[src/hdl/fbpa_pkg.sv]
// fbpa_pkg: shared constants, types and helpers of the frame buffer pool allocator
// no dependencies; compiled first
package fbpa_pkg;

  // pool geometry
  localparam int unsigned MAX_CACHE_BUFFERS = 7;
  localparam int unsigned ID_BITS           = 16;
  localparam int unsigned POOL_DEPTH        = MAX_CACHE_BUFFERS + 1;
  localparam int unsigned IDX_W             = $clog2(POOL_DEPTH);

  // fixed field widths of the channels
  localparam int unsigned REQ_ID_W = 16;
  localparam int unsigned CFG_W    = 3;
  localparam int unsigned BIDX_W   = 3;
  localparam int unsigned GIDX_W   = 3;

  typedef logic [ID_BITS-1:0] id_t;
  typedef logic [IDX_W-1:0]   idx_t;

  // request kinds
  localparam logic ACT_GET = 1'b0;
  localparam logic ACT_PUT = 1'b1;

  // id value that marks content as never ready
  localparam id_t ID_NONE = '1;

  // entry usage codes
  typedef enum logic [1:0] {
    USE_FREE    = 2'd0,
    USE_DISPLAY = 2'd1,
    USE_PREPARE = 2'd2
  } use_e;

  // commands from the controller to the datapath
  typedef struct packed {
    logic init;    // reinitialise the pool from new cache count
    logic load;    // capture a request word
    logic step;    // examine one entry of the scan
    logic commit;  // update the pool and load the result register
  } fbpa_cmd_t;

  // status from the datapath to the controller
  typedef struct packed {
    logic put;        // captured request is a put
    logic scan_last;  // scan pointer sits on entry 0
  } fbpa_sts_t;

  // sign-extend the request id, then cut it to the id width
  function automatic id_t to_id(logic signed [REQ_ID_W-1:0] raw);
    logic signed [31:0] ext;
    ext = 32'(raw);
    return ext[ID_BITS-1:0];
  endfunction

  // highest pool entry for a cache count, clamped to the pool size
  function automatic idx_t clamp_top(logic [CFG_W-1:0] v);
    if (32'(v) > MAX_CACHE_BUFFERS) begin
      return IDX_W'(MAX_CACHE_BUFFERS);
    end
    return IDX_W'(v);
  endfunction

endpackage

[src/hdl/fbpa_if.sv]
// fbpa_if: valid/ready channel interfaces of the frame buffer pool allocator
// depends on fbpa_pkg
interface fbpa_cfg_if;
  import fbpa_pkg::*;
  logic             valid;
  logic             ready;
  logic [CFG_W-1:0] cache_buffers;

  modport source (output valid, output cache_buffers, input ready);
  modport sink   (input valid, input cache_buffers, output ready);
endinterface

interface fbpa_req_if;
  import fbpa_pkg::*;
  logic                       valid;
  logic                       ready;
  logic                       action;
  logic signed [REQ_ID_W-1:0] request_id;
  logic                       for_display;
  logic [BIDX_W-1:0]          buffer_index;
  logic                       picture_ready;

  modport source (output valid, output action, output request_id, output for_display,
                  output buffer_index, output picture_ready, input ready);
  modport sink   (input valid, input action, input request_id, input for_display,
                  input buffer_index, input picture_ready, output ready);
endinterface

interface fbpa_rsp_if;
  import fbpa_pkg::*;
  logic              valid;
  logic              ready;
  logic              granted;
  logic [GIDX_W-1:0] granted_index;
  logic              is_framebuffer;

  modport source (output valid, output granted, output granted_index,
                  output is_framebuffer, input ready);
  modport sink   (input valid, input granted, input granted_index,
                  input is_framebuffer, output ready);
endinterface

[src/hdl/fbpa_ctrl.sv]
// fbpa_ctrl: controller state machine, sequences accept, scan and commit
// depends on fbpa_pkg
module fbpa_ctrl (
  input  logic                clk_i,
  input  logic                rst_ni,
  input  logic                cfg_valid_i,
  output logic                cfg_ready_o,
  input  logic                req_valid_i,
  output logic                req_ready_o,
  output logic                rsp_valid_o,
  input  logic                rsp_ready_i,
  input  fbpa_pkg::fbpa_sts_t sts_i,
  output fbpa_pkg::fbpa_cmd_t cmd_o
);
  import fbpa_pkg::*;

  typedef enum logic [1:0] {
    ST_IDLE = 2'd0,
    ST_SCAN = 2'd1,
    ST_DONE = 2'd2
  } state_e;

  state_e state_q, state_d;
  logic   rsp_valid_q, rsp_valid_d;
  logic   out_free;

  // a configuration word goes first, the request word waits while one is offered
  assign out_free    = !rsp_valid_q || rsp_ready_i;
  assign cfg_ready_o = (state_q == ST_IDLE);
  assign req_ready_o = (state_q == ST_IDLE) && !cfg_valid_i;
  assign rsp_valid_o = rsp_valid_q;

  // next state and commands
  always_comb begin
    state_d     = state_q;
    cmd_o       = '0;
    rsp_valid_d = rsp_valid_q && !rsp_ready_i;
    case (state_q)
      ST_IDLE: begin
        if (cfg_valid_i) begin
          cmd_o.init = 1'b1;
        end else if (req_valid_i) begin
          cmd_o.load = 1'b1;
          state_d    = ST_SCAN;
        end
      end
      ST_SCAN: begin
        cmd_o.step = !sts_i.put;
        if (sts_i.put || sts_i.scan_last) begin
          state_d = ST_DONE;
        end
      end
      ST_DONE: begin
        if (out_free) begin
          cmd_o.commit = 1'b1;
          rsp_valid_d  = 1'b1;
          state_d      = ST_IDLE;
        end
      end
      default: state_d = ST_IDLE;
    endcase
  end

  // state and result valid
  always_ff @(posedge clk_i or negedge rst_ni) begin
    if (!rst_ni) begin
      state_q     <= ST_IDLE;
      rsp_valid_q <= 1'b0;
    end else begin
      state_q     <= state_d;
      rsp_valid_q <= rsp_valid_d;
    end
  end

endmodule

[src/hdl/fbpa_dp.sv]
// fbpa_dp: pool storage, request registers, scan candidates and result register
// depends on fbpa_pkg
module fbpa_dp (
  input  logic                          clk_i,
  input  logic                          rst_ni,
  input  fbpa_pkg::fbpa_cmd_t           cmd_i,
  output fbpa_pkg::fbpa_sts_t           sts_o,
  input  logic [fbpa_pkg::CFG_W-1:0]    cfg_data_i,
  input  logic                          action_i,
  input  logic signed [fbpa_pkg::REQ_ID_W-1:0] request_id_i,
  input  logic                          for_display_i,
  input  logic [fbpa_pkg::BIDX_W-1:0]   buffer_index_i,
  input  logic                          picture_ready_i,
  output logic                          granted_o,
  output logic [fbpa_pkg::GIDX_W-1:0]   granted_index_o,
  output logic                          is_framebuffer_o
);
  import fbpa_pkg::*;

  // pool entries
  id_t  id_q  [POOL_DEPTH];
  use_e use_q [POOL_DEPTH];
  logic rdy_q [POOL_DEPTH];

  // captured request
  idx_t              top_q, top_d;
  idx_t              ptr_q;
  logic              act_q;
  id_t               rid_q;
  logic              disp_q;
  logic [BIDX_W-1:0] bidx_q;
  logic              prdy_q;

  // scan candidates: matching id, blank, any free
  logic mf_q, bf_q, ff_q;
  idx_t mi_q, bi_q, fi_q;

  // result register
  logic              granted_q;
  logic [GIDX_W-1:0] gidx_q;
  logic              fb_q;

  // entry under the scan pointer
  id_t  cur_id;
  use_e cur_use;
  logic cur_rdy;
  logic cur_free;

  assign cur_id   = id_q[ptr_q];
  assign cur_use  = use_q[ptr_q];
  assign cur_rdy  = rdy_q[ptr_q];
  assign cur_free = (cur_use == USE_FREE);

  assign top_d = clamp_top(cfg_data_i);

  assign sts_o.put       = (act_q == ACT_PUT);
  assign sts_o.scan_last = (ptr_q == '0);

  // choice of entry for a get
  logic sel_hit, sel_wr_id, sel_clr;
  idx_t sel_idx;
  logic put_ok;

  always_comb begin
    sel_hit   = 1'b1;
    sel_idx   = mi_q;
    sel_wr_id = 1'b0;
    sel_clr   = 1'b0;
    if (mf_q) begin
      sel_idx = mi_q;
    end else if (bf_q) begin
      sel_idx   = bi_q;
      sel_wr_id = 1'b1;
    end else if (ff_q) begin
      sel_idx   = fi_q;
      sel_wr_id = 1'b1;
      sel_clr   = 1'b1;
    end else if (disp_q) begin
      sel_idx   = top_q;
      sel_wr_id = 1'b1;
      sel_clr   = 1'b1;
    end else begin
      sel_hit = 1'b0;
    end
  end

  assign put_ok = (32'(bidx_q) <= 32'(top_q));

  // pool storage
  always_ff @(posedge clk_i or negedge rst_ni) begin
    if (!rst_ni) begin
      for (int i = 0; i < POOL_DEPTH; i++) begin
        id_q[i]  <= '0;
        use_q[i] <= USE_FREE;
        rdy_q[i] <= 1'b0;
      end
      use_q[0] <= (MAX_CACHE_BUFFERS != 0) ? USE_DISPLAY : USE_FREE;
      top_q    <= IDX_W'(MAX_CACHE_BUFFERS);
    end else if (cmd_i.init) begin
      for (int i = 0; i < POOL_DEPTH; i++) begin
        id_q[i]  <= '0;
        use_q[i] <= USE_FREE;
        rdy_q[i] <= 1'b0;
      end
      use_q[0] <= (top_d != '0) ? USE_DISPLAY : USE_FREE;
      top_q    <= top_d;
    end else if (cmd_i.commit) begin
      if (act_q == ACT_PUT) begin
        if (put_ok) begin
          use_q[ptr_q] <= USE_FREE;
          rdy_q[ptr_q] <= (cur_rdy || prdy_q) && (cur_id != ID_NONE);
        end
      end else if (sel_hit) begin
        use_q[sel_idx] <= disp_q ? USE_DISPLAY : USE_PREPARE;
        if (sel_wr_id) begin
          id_q[sel_idx] <= rid_q;
        end
        if (sel_clr) begin
          rdy_q[sel_idx] <= 1'b0;
        end
      end
    end
  end

  // request capture and scan, top entry down to entry 0
  always_ff @(posedge clk_i or negedge rst_ni) begin
    if (!rst_ni) begin
      ptr_q  <= '0;
      act_q  <= ACT_GET;
      rid_q  <= '0;
      disp_q <= 1'b0;
      bidx_q <= '0;
      prdy_q <= 1'b0;
      mf_q   <= 1'b0;
      bf_q   <= 1'b0;
      ff_q   <= 1'b0;
      mi_q   <= '0;
      bi_q   <= '0;
      fi_q   <= '0;
    end else if (cmd_i.load) begin
      act_q  <= action_i;
      rid_q  <= to_id(request_id_i);
      disp_q <= for_display_i;
      bidx_q <= buffer_index_i;
      prdy_q <= picture_ready_i;
      ptr_q  <= (action_i == ACT_PUT) ? IDX_W'(buffer_index_i) : top_q;
      mf_q   <= 1'b0;
      bf_q   <= 1'b0;
      ff_q   <= 1'b0;
    end else if (cmd_i.step) begin
      if (cur_free && (cur_id == rid_q) && !mf_q) begin
        mf_q <= 1'b1;
        mi_q <= ptr_q;
      end
      if (cur_free && !cur_rdy && !bf_q) begin
        bf_q <= 1'b1;
        bi_q <= ptr_q;
      end
      if (cur_free && !ff_q) begin
        ff_q <= 1'b1;
        fi_q <= ptr_q;
      end
      ptr_q <= ptr_q - 1'b1;
    end
  end

  // result register
  always_ff @(posedge clk_i) begin
    if (cmd_i.commit) begin
      if (act_q == ACT_PUT) begin
        granted_q <= put_ok;
        gidx_q    <= '0;
        fb_q      <= 1'b0;
      end else begin
        granted_q <= sel_hit;
        gidx_q    <= sel_hit ? GIDX_W'(sel_idx) : '0;
        fb_q      <= sel_hit && (sel_idx == '0);
      end
    end
  end

  assign granted_o        = granted_q;
  assign granted_index_o  = gidx_q;
  assign is_framebuffer_o = fb_q;

endmodule

[src/hdl/frame_buffer_pool_allocator.sv]
// frame_buffer_pool_allocator: top level, joins controller and datapath
// depends on fbpa_pkg, fbpa_if, fbpa_ctrl, fbpa_dp
// a get scans entries from the clamped cache count N down to entry 0,
//   a put skips the scan; the scan examines one entry a cycle
// a new word is taken only once the previous result has been committed
// reset: cache count 7, all entries free, blank, id zero, entry 0 held for display
module frame_buffer_pool_allocator (
  input  logic        clk_i,
  input  logic        rst_ni,
  fbpa_cfg_if.sink    cfg_i,
  fbpa_req_if.sink    req_i,
  fbpa_rsp_if.source  rsp_o
);
  import fbpa_pkg::*;

  fbpa_cmd_t cmd;
  fbpa_sts_t sts;

  // sequencing
  fbpa_ctrl u_fbpa_ctrl (
    .clk_i       (clk_i),
    .rst_ni      (rst_ni),
    .cfg_valid_i (cfg_i.valid),
    .cfg_ready_o (cfg_i.ready),
    .req_valid_i (req_i.valid),
    .req_ready_o (req_i.ready),
    .rsp_valid_o (rsp_o.valid),
    .rsp_ready_i (rsp_o.ready),
    .sts_i       (sts),
    .cmd_o       (cmd)
  );

  // pool and result
  fbpa_dp u_fbpa_dp (
    .clk_i            (clk_i),
    .rst_ni           (rst_ni),
    .cmd_i            (cmd),
    .sts_o            (sts),
    .cfg_data_i       (cfg_i.cache_buffers),
    .action_i         (req_i.action),
    .request_id_i     (req_i.request_id),
    .for_display_i    (req_i.for_display),
    .buffer_index_i   (req_i.buffer_index),
    .picture_ready_i  (req_i.picture_ready),
    .granted_o        (rsp_o.granted),
    .granted_index_o  (rsp_o.granted_index),
    .is_framebuffer_o (rsp_o.is_framebuffer)
  );

endmodule

[src/flat_wrapper.sv]
// flat-port wrapper written by rule: the top's interface ports become plain ports
module frame_buffer_pool_allocator_flat import fbpa_pkg::*;
  (clk_i, rst_ni, cfg_i_valid, cfg_i_cache_buffers, cfg_i_ready, req_i_valid, req_i_action, req_i_request_id, req_i_for_display, req_i_buffer_index, req_i_picture_ready, req_i_ready, rsp_o_valid, rsp_o_granted, rsp_o_granted_index, rsp_o_is_framebuffer, rsp_o_ready);
  fbpa_cfg_if cfg_i_i ();
  fbpa_req_if req_i_i ();
  fbpa_rsp_if rsp_o_i ();
  input  logic clk_i;
  input  logic rst_ni;
  input wire logic [$bits(cfg_i_i.valid)-1:0] cfg_i_valid;
  input wire logic [$bits(cfg_i_i.cache_buffers)-1:0] cfg_i_cache_buffers;
  output wire logic [$bits(cfg_i_i.ready)-1:0] cfg_i_ready;
  input wire logic [$bits(req_i_i.valid)-1:0] req_i_valid;
  input wire logic [$bits(req_i_i.action)-1:0] req_i_action;
  input wire logic [$bits(req_i_i.request_id)-1:0] req_i_request_id;
  input wire logic [$bits(req_i_i.for_display)-1:0] req_i_for_display;
  input wire logic [$bits(req_i_i.buffer_index)-1:0] req_i_buffer_index;
  input wire logic [$bits(req_i_i.picture_ready)-1:0] req_i_picture_ready;
  output wire logic [$bits(req_i_i.ready)-1:0] req_i_ready;
  output wire logic [$bits(rsp_o_i.valid)-1:0] rsp_o_valid;
  output wire logic [$bits(rsp_o_i.granted)-1:0] rsp_o_granted;
  output wire logic [$bits(rsp_o_i.granted_index)-1:0] rsp_o_granted_index;
  output wire logic [$bits(rsp_o_i.is_framebuffer)-1:0] rsp_o_is_framebuffer;
  input wire logic [$bits(rsp_o_i.ready)-1:0] rsp_o_ready;
  assign cfg_i_i.valid = cfg_i_valid;
  assign cfg_i_i.cache_buffers = cfg_i_cache_buffers;
  assign cfg_i_ready = cfg_i_i.ready;
  assign req_i_i.valid = req_i_valid;
  assign req_i_i.action = req_i_action;
  assign req_i_i.request_id = req_i_request_id;
  assign req_i_i.for_display = req_i_for_display;
  assign req_i_i.buffer_index = req_i_buffer_index;
  assign req_i_i.picture_ready = req_i_picture_ready;
  assign req_i_ready = req_i_i.ready;
  assign rsp_o_valid = rsp_o_i.valid;
  assign rsp_o_granted = rsp_o_i.granted;
  assign rsp_o_granted_index = rsp_o_i.granted_index;
  assign rsp_o_is_framebuffer = rsp_o_i.is_framebuffer;
  assign rsp_o_i.ready = rsp_o_ready;
  frame_buffer_pool_allocator u_core (.clk_i(clk_i), .rst_ni(rst_ni), .cfg_i(cfg_i_i), .req_i(req_i_i), .rsp_o(rsp_o_i));
endmodule
[config.mk]
export PLATFORM = sky130hd
export DESIGN_NAME = frame_buffer_pool_allocator_flat
export DESIGN_NICKNAME = d
export VERILOG_FILES = /design/src/hdl/fbpa_pkg.sv /design/src/hdl/fbpa_if.sv /design/src/hdl/fbpa_ctrl.sv /design/src/hdl/fbpa_dp.sv /design/src/hdl/frame_buffer_pool_allocator.sv /design/src/flat_wrapper.sv
export SDC_FILE = /design/constraint.sdc
export NUM_CORES = 1
export LEC_CHECK = 0
export BUFFER_PORTS_ARGS = -buffer_cell sky130_fd_sc_hd__buf_2
export CORE_ASPECT_RATIO = 0.8
export CORE_MARGIN = 1
export CORE_UTILIZATION = 60
export CTS_BUF_LIST = sky130_fd_sc_hd__clkbuf_4 sky130_fd_sc_hd__clkbuf_8
export CTS_CLUSTER_DIAMETER = 60
export CTS_CLUSTER_SIZE = 8
export DETAILED_ROUTE_END_ITERATION = 7
export PLACE_DENSITY = 0.77
export SYNTH_ARGS = -nofsm -noshare
export SYNTH_HDL_FRONTEND = slang
export SYNTH_SLANG_ARGS = --single-unit
[constraint.sdc]
create_clock -name clk_i -period 3.6 [get_ports clk_i]
set_input_delay 0.18 -clock clk_i [delete_from_list [all_inputs] [get_ports clk_i]]
set_output_delay 0.18 -clock clk_i [all_outputs]
set_load 0.02 [all_outputs]
==> results.toml, run 1 <==
[yosys]
syn_inst = 1038
avgSynthCellArea_um2 = 9.88
synth_area_leader_cell = "dfrtp_1"
ys_seq_elements = 200
synth_area_leaders = "dfrtp_1, mux2i_1, nand2_1"
synth-warning-count = 0
seq_area_frac_synth_pct = 49.1
synth-edff-count = 5
synth_ff_type = "dfrtp_1"
ys_async_sr_fraction_pct = 97.5
synth.distinct_cells = 61
synth_fp_nets = 1073
synth_top_area_share_pct = 46.6
netlist_area_mm2 = 0.0103

[worst_setup_path]
worst-path-max-fanout = 20
cpPeakStageDelay_ns = 0.72
cp-end-kind = "register"
crit_arrival_ns = 3.56
path_class = "register to register"
cp_cell_sequence = "buf_4, mux4_2, mux2i_1, xor2_1, nand4_1, or4_4, mux2_4"
slowest_stage = "dfrtp_1"
critPathBufInv = 1
crit_family = "multiplexers"
cp.depth = 7
crit_path_start_kind = "register"
required_ns = 3.98
r2r_cells = 7

[sta]
worstMarginPinSlew_ns = 1.18
fin_hold_ws_ns = 0.0108
min_period_ns = 3.18
setup_violations = 0
finalHoldViolCount = 0
rsz0062_at_grt = "false"
layout_setup_ws_ns = 0.416
maxSlewHeadroom_pct = 21.2
fin_skew_ns = 0.0237
timing.setup.tns_ns = 0
finalMaxSlewViolations = 0
fmax_mhz = 314
fin_crit_sh_pct = 88.5

[global_route]
grt_max_degree = 80
antenna_found_initial = 0
grt_use_total_pct = 33.0
grt-ovfl-total = 0
first_global_vias = 8093
grt_pass1_wl_um = 44200

[die]
fp.dieW_um = 148
io_pins = 38
coreArea_mm2 = 0.0166
rows = 42
die_area_mm2 = 0.0176
start_util_pct = 61.8
dieHeight_um = 119

[drt]
route.top_layer_used = "met4"
finalWirelength_um = 27400
wl_met2_um = 12000
wl_per_cell_um = 21.1
drt_pass1_iterations = 5
postRouteAntennaNets = 0
vias = 8369
drc_errors = 0
drt-initial-drc-count = 1063
wl_met3_um = 3070
routed_via_density = 6.46
met1Wirelength_um = 11800

[clocking]
cts_hold_buf = 26
cts_max_path_buffers = 2
cts_tree = "done"
path_clk_slew_ns = 0.11
cts_root_buf = "clkbuf_8"
cts_resized = 0
cts_htree_levels = 4
clk_latency_ns = 0.49
cts.sinks = 200
cts_buffers = 17
post_cts_buffers = 0

[placement]
dp_slack_ns = 0.516
gp_congestion = 0.886
dpl-instance-area_mm2 = 0.0106
io_buffers = 37
placedCellCount = 1238
dp_hpwl_um = 17800

[cells_and_area]
post-route-cell-area_mm2 = 0.0113
layout-drive-gt1-share_pct = 14.4
nets = 1098
area_growth_pct = 10.4
fin_util_pct = 68.2
fin_cells = 1296
num_antenna_cells = 0

[status]
outcome = "finished, final reports clean"

[pwr]
p_leak_nw = 5.17
power_mw = 7.22
powerDensity_mw_per_mm2 = 637
ir_worst_vdd_mv = 0.557

[min_path]
whs_path_depth = 3
hold_class = "input port to register"

[run]
max_cap_viol_count = 0
[tightest hold or removal path, stage by stage]
cell	delay, ns
buf_2	0.14
nand2_1	0.06
o21ai_0	0.08
[flip-flops by register name, summed over array words and instances, names as in the netlist, 2 cells and up]
signal and flops:
u_core.u_fbpa_dp.rdy_q 8, u_core.u_fbpa_dp.id_q 128, u_core.u_fbpa_dp.use_q 16, u_core.u_fbpa_dp.bidx_q 3, u_core.u_fbpa_dp.fi_q 3, u_core.u_fbpa_ctrl.state_q 2
u_core.u_fbpa_dp.rid_q 16, u_core.u_fbpa_dp.top_q 3, u_core.u_fbpa_dp.mi_q 3, u_core.u_fbpa_dp.granted_index_o 3, u_core.u_fbpa_dp.ptr_q 3, u_core.u_fbpa_dp.bi_q 3
[where the power goes]
part           switching (mW)  internal, mW
clock                   0.876         0.660
combinational            1.71         0.927
sequential              0.497          2.55
[placed cells by master, fill, tap and decap left out, types with 5 or more instances in the layout]
master         synthesis  routed
dfrtp_1              191     189
nand2_1              179     179
nor2_1                92      92
mux2i_1               86      86
a21oi_1               74      74
o21ai_0               67      67
nand3_1               44      44
buf_2                 12      36
buf_4                  4      31
mux4_2                27      27
dlygate4sd3_1          0      26
clkbuf_8               0      18
inv_1                 11      11
xor2_1                11      11
a22o_1                10      10
o211ai_1               9       9
o2bb2ai_1              9       9
nor3_1                 8       8
nor2b_1                8       8
xnor2_1                7       7
a31oi_1                7       7
and2_1                 7       6
nand2b_1               5       5
and3_1                 5       5
or3_1                  5       5
nand4_1                5       5
mux2_2                 5       5
a32o_1                 5       5
ha_1                   5       5
edfxtp_1               5       5
[worst paths after layout]
path,startpoint,end,slack [ns]
min reg2reg,u_core.u_fbpa_dp.fi_q[0],u_core.u_fbpa_dp.fi_q[0],0.50
min in group asynchronous,rst_ni,u_core.u_fbpa_dp.use_q[3],0.29
max in group asynchronous,rst_ni,u_core.u_fbpa_dp.id_q[60],2.41
min,req_i_action,u_core.u_fbpa_dp.act_q,0.01
max,u_core.u_fbpa_dp.ptr_q[1],u_core.u_fbpa_dp.mi_q[2],0.42
max reg2reg,u_core.u_fbpa_dp.ptr_q[1],u_core.u_fbpa_dp.mi_q[2],0.42
[synth_stat cells (all sizes together), types with 5 or more instances]
cell type and number:
nand3 44, inv 12, ha 5, mux2 8, xnor2 7, or3 5
edfxtp 5, a22o 10, o211ai 9, xor2 11, nor2b 8, o2bb2ai 9
o21ai 69, dfrtp 191, nand4 5, and3 5, buf 21, nor3 10
nor2 92, nand2b 5, nor4 7, a32o 5, mux4 29, mux2i 86
clkbuf 69, and2 7, nand2 179, a21oi 74, a31oi 7
[metal layers]
layer  GRT usage, %  vias up
met2           46.7      530
met1           50.1     4096
met5              0        -
met4           10.8        0
met3           7.70       53
li1               -     3690
[cell families after synthesis]
family	synth area share, %
buf+inv	4.22
simple gates	16.1
fa+ha+maj	0.610
mux	15.8
flops	49.1
xor+xnor	1.54
compound gates	12.6
[cell type report]
type	count	area (um^2)
sequential	200	5040
clock inverter	14	184
clock buffer	18	241
tap	220	275
inverter	13	48.8
fill	1298	5290
timing repair buffer	96	727
multi-input combinational	735	4810
Note: power is estimated with default switching activity, not from simulation.
==> run 2, diff against run 1 <==
--- a/config.mk
+++ b/config.mk
@@ -14,6 +14,7 @@
 export CTS_CLUSTER_SIZE = 8
 export DETAILED_ROUTE_END_ITERATION = 7
 export PLACE_DENSITY = 0.77
+export RECOVER_POWER = 50
 export SYNTH_ARGS = -nofsm -noshare
 export SYNTH_HDL_FRONTEND = slang
 export SYNTH_SLANG_ARGS = --single-unit
==> run 2 against run 1 <==
Compared with the run above:
- the flow now finishes with violations (max-capacitance violations, max-slew violations)
- sequential power barely moved
- setup slack improved by 0.0055 ns
- final area fell by 0.19%
- sequential share of layout area rose by 0.084 points
- flip-flop and latch count did not move
- clock skew fell by 0.0011 ns
- highest routed layer unchanged
==> results.toml, run 2 (same netlist as run 1, synthesis figures left out) <==
[cells_and_area]
nets = 1098
num_antenna_cells = 0
regMostFlops = "u_core.u_fbpa_dp.id_q"
fill_cells = 1299
final_common_cell = "dfrtp_1"
fin_cells = 1296
area_growth_pct = 10.2
layout_common_cells = "dfrtp_1, nand2_1, nor2_1, mux2i_1, a21oi_1"
largest_register_ffs = 128
largest_registers = "u_core.u_fbpa_dp.id_q (128), u_core.u_fbpa_dp.rid_q (16), u_core.u_fbpa_dp.use_q (16)"
layout-drive-gt1-share_pct = 13.8

[drt]
drc_errors = 0
drt_pass1_iterations = 5
finalWirelength_um = 27400
postRouteAntennaNets = 0
routed_via_density = 6.48
drt-initial-drc-count = 1090
wl_per_cell_um = 21.1
vias = 8392

[worst_setup_path]
crit_arrival_ns = 3.55
cpPeakStageDelay_ns = 0.73
critPathBufInv = 1
path_class = "register to register"
crit_family = "multiplexers"
worst-path-max-fanout = 20
cp_cell_sequence = "buf_4, mux4_2, mux2i_1, xor2_1, nand4_1, or4_4, mux2_4"
slowest_stage = "dfrtp_1"
required_ns = 3.98
cp-end-kind = "register"
crit_path_start_kind = "register"

[sta]
fin_hold_ws_ns = 0.0139
fin_skew_ns = 0.0227
finalHoldViolCount = 0
min_period_ns = 3.18
worstMarginPinSlew_ns = 2.10
fmax_mhz = 315
setup_violations = 0
rsz0062_at_grt = "false"
finalMaxSlewViolations = 79
maxSlewHeadroom_pct = -39.7
timing.setup.tns_ns = 0
fin_crit_sh_pct = 88.3

[die]
io_pins = 38
fp.dieW_um = 148
die_area_mm2 = 0.0176
coreArea_mm2 = 0.0166
dieHeight_um = 119
rows = 42
start_util_pct = 61.8

[clocking]
cts_htree_levels = 4
cts_resized = 0
cts_buffers = 17
clk_latency_ns = 0.49
path_clk_slew_ns = 0.11
cts_max_path_buffers = 2
post_cts_buffers = 0
cts_tree = "done"
cts_root_buf = "clkbuf_8"
cts.sinks = 200
cts_hold_buf = 26

[status]
violations = "max-capacitance violations, max-slew violations"
outcome = "complete, but fails checks"

[placement]
gp_congestion = 0.886
io_buffers = 37
placedCellCount = 1238
dp_hpwl_um = 17800

[global_route]
grt-ovfl-total = 0
grt_use_total_pct = 33.0
antenna_found_initial = 0
first_global_vias = 8093
grt_pass1_wl_um = 44200
grt_max_degree = 80

[pwr]
p_leak_nw = 5.14
ir_worst_vdd_mv = 0.556
powerDensity_mw_per_mm2 = 638

[run]
max_cap_viol_count = 1

[min_path]
hold_class = "input port to register"
run 2: changes by cell type in the layout (fill, tap and decap cells not counted):
cell and change:
buf_2 -6, clkbuf_1 +6, buf_4 -2, clkbuf_8 -1, clkbuf_2 +3
run 2: worst register-to-register path: stages (launching register included):
cell and delay [ns]:
dfrtp_1 0.73, buf_4 0.41, mux4_2 0.37, mux2i_1 0.32, xor2_1 0.26, nand4_1 0.13, or4_4 0.55, mux2_4 0.32
run 2: final timing paths:
kind / cells past startpoint / slack (ns) / end / start
worst max-delay path: 7 / 0.42 / u_core.u_fbpa_dp.mi_q[2] / u_core.u_fbpa_dp.ptr_q[1]
worst min-delay path: 3 / 0.01 / u_core.u_fbpa_dp.act_q / req_i_action
worst max register to register: 7 / 0.42 / u_core.u_fbpa_dp.mi_q[2] / u_core.u_fbpa_dp.ptr_q[1]
worst min register to register: 2 / 0.49 / u_core.u_fbpa_dp.fi_q[0] / u_core.u_fbpa_dp.fi_q[0]
max in group asynchronous: 3 / 0.96 / u_core.u_fbpa_dp.id_q[60] / rst_ni
min in group asynchronous: 2 / 0.84 / u_core.u_fbpa_dp.ff_q / rst_ni
run 2: layout make-up:
type,instances,area [um^2],area share [%]
repair buffers,96,706,6.25
flip-flops and latches,200,5040,44.6
inverters,13,48.8,0.432
clock buffers,18,241,2.14
clock inverters,14,184,1.63
multi-input cells,735,4810,42.5
well taps,220,275,2.44
run 2: per-stage QoR:
stage          utilization (%)  area, um^2  setup WS [ns]  total power, mW
2_1_floorplan                -       10300          0.895             4.75
3_3_place_gp              64.0       10600          0.553             5.55
3_5_place_dp              64.0       10600          0.516             5.60
4_1_cts                   68.2       11300          0.508             7.14
5_1_grt                   68.0       11300          0.403             7.55
6_report                  68.0       11300          0.421             7.21
run 2: report_power, final:
group	switching (mW)	total, mW	internal, mW
combinational	1.71	2.63	0.922
sequential	0.500	3.05	2.55
clock	0.869	1.53	0.660
total	3.08	7.21	4.13
run 2: routing by layer:
metal	wire length (um)	up-vias	GRT usage [%]	part of all wire, %
met5	0	-	0	0
met4	543	0	10.8	2.0
met3	2970	49	7.70	11
met2	12000	519	46.7	44
met1	11900	4136	50.1	43
li1	-	3688	-	-
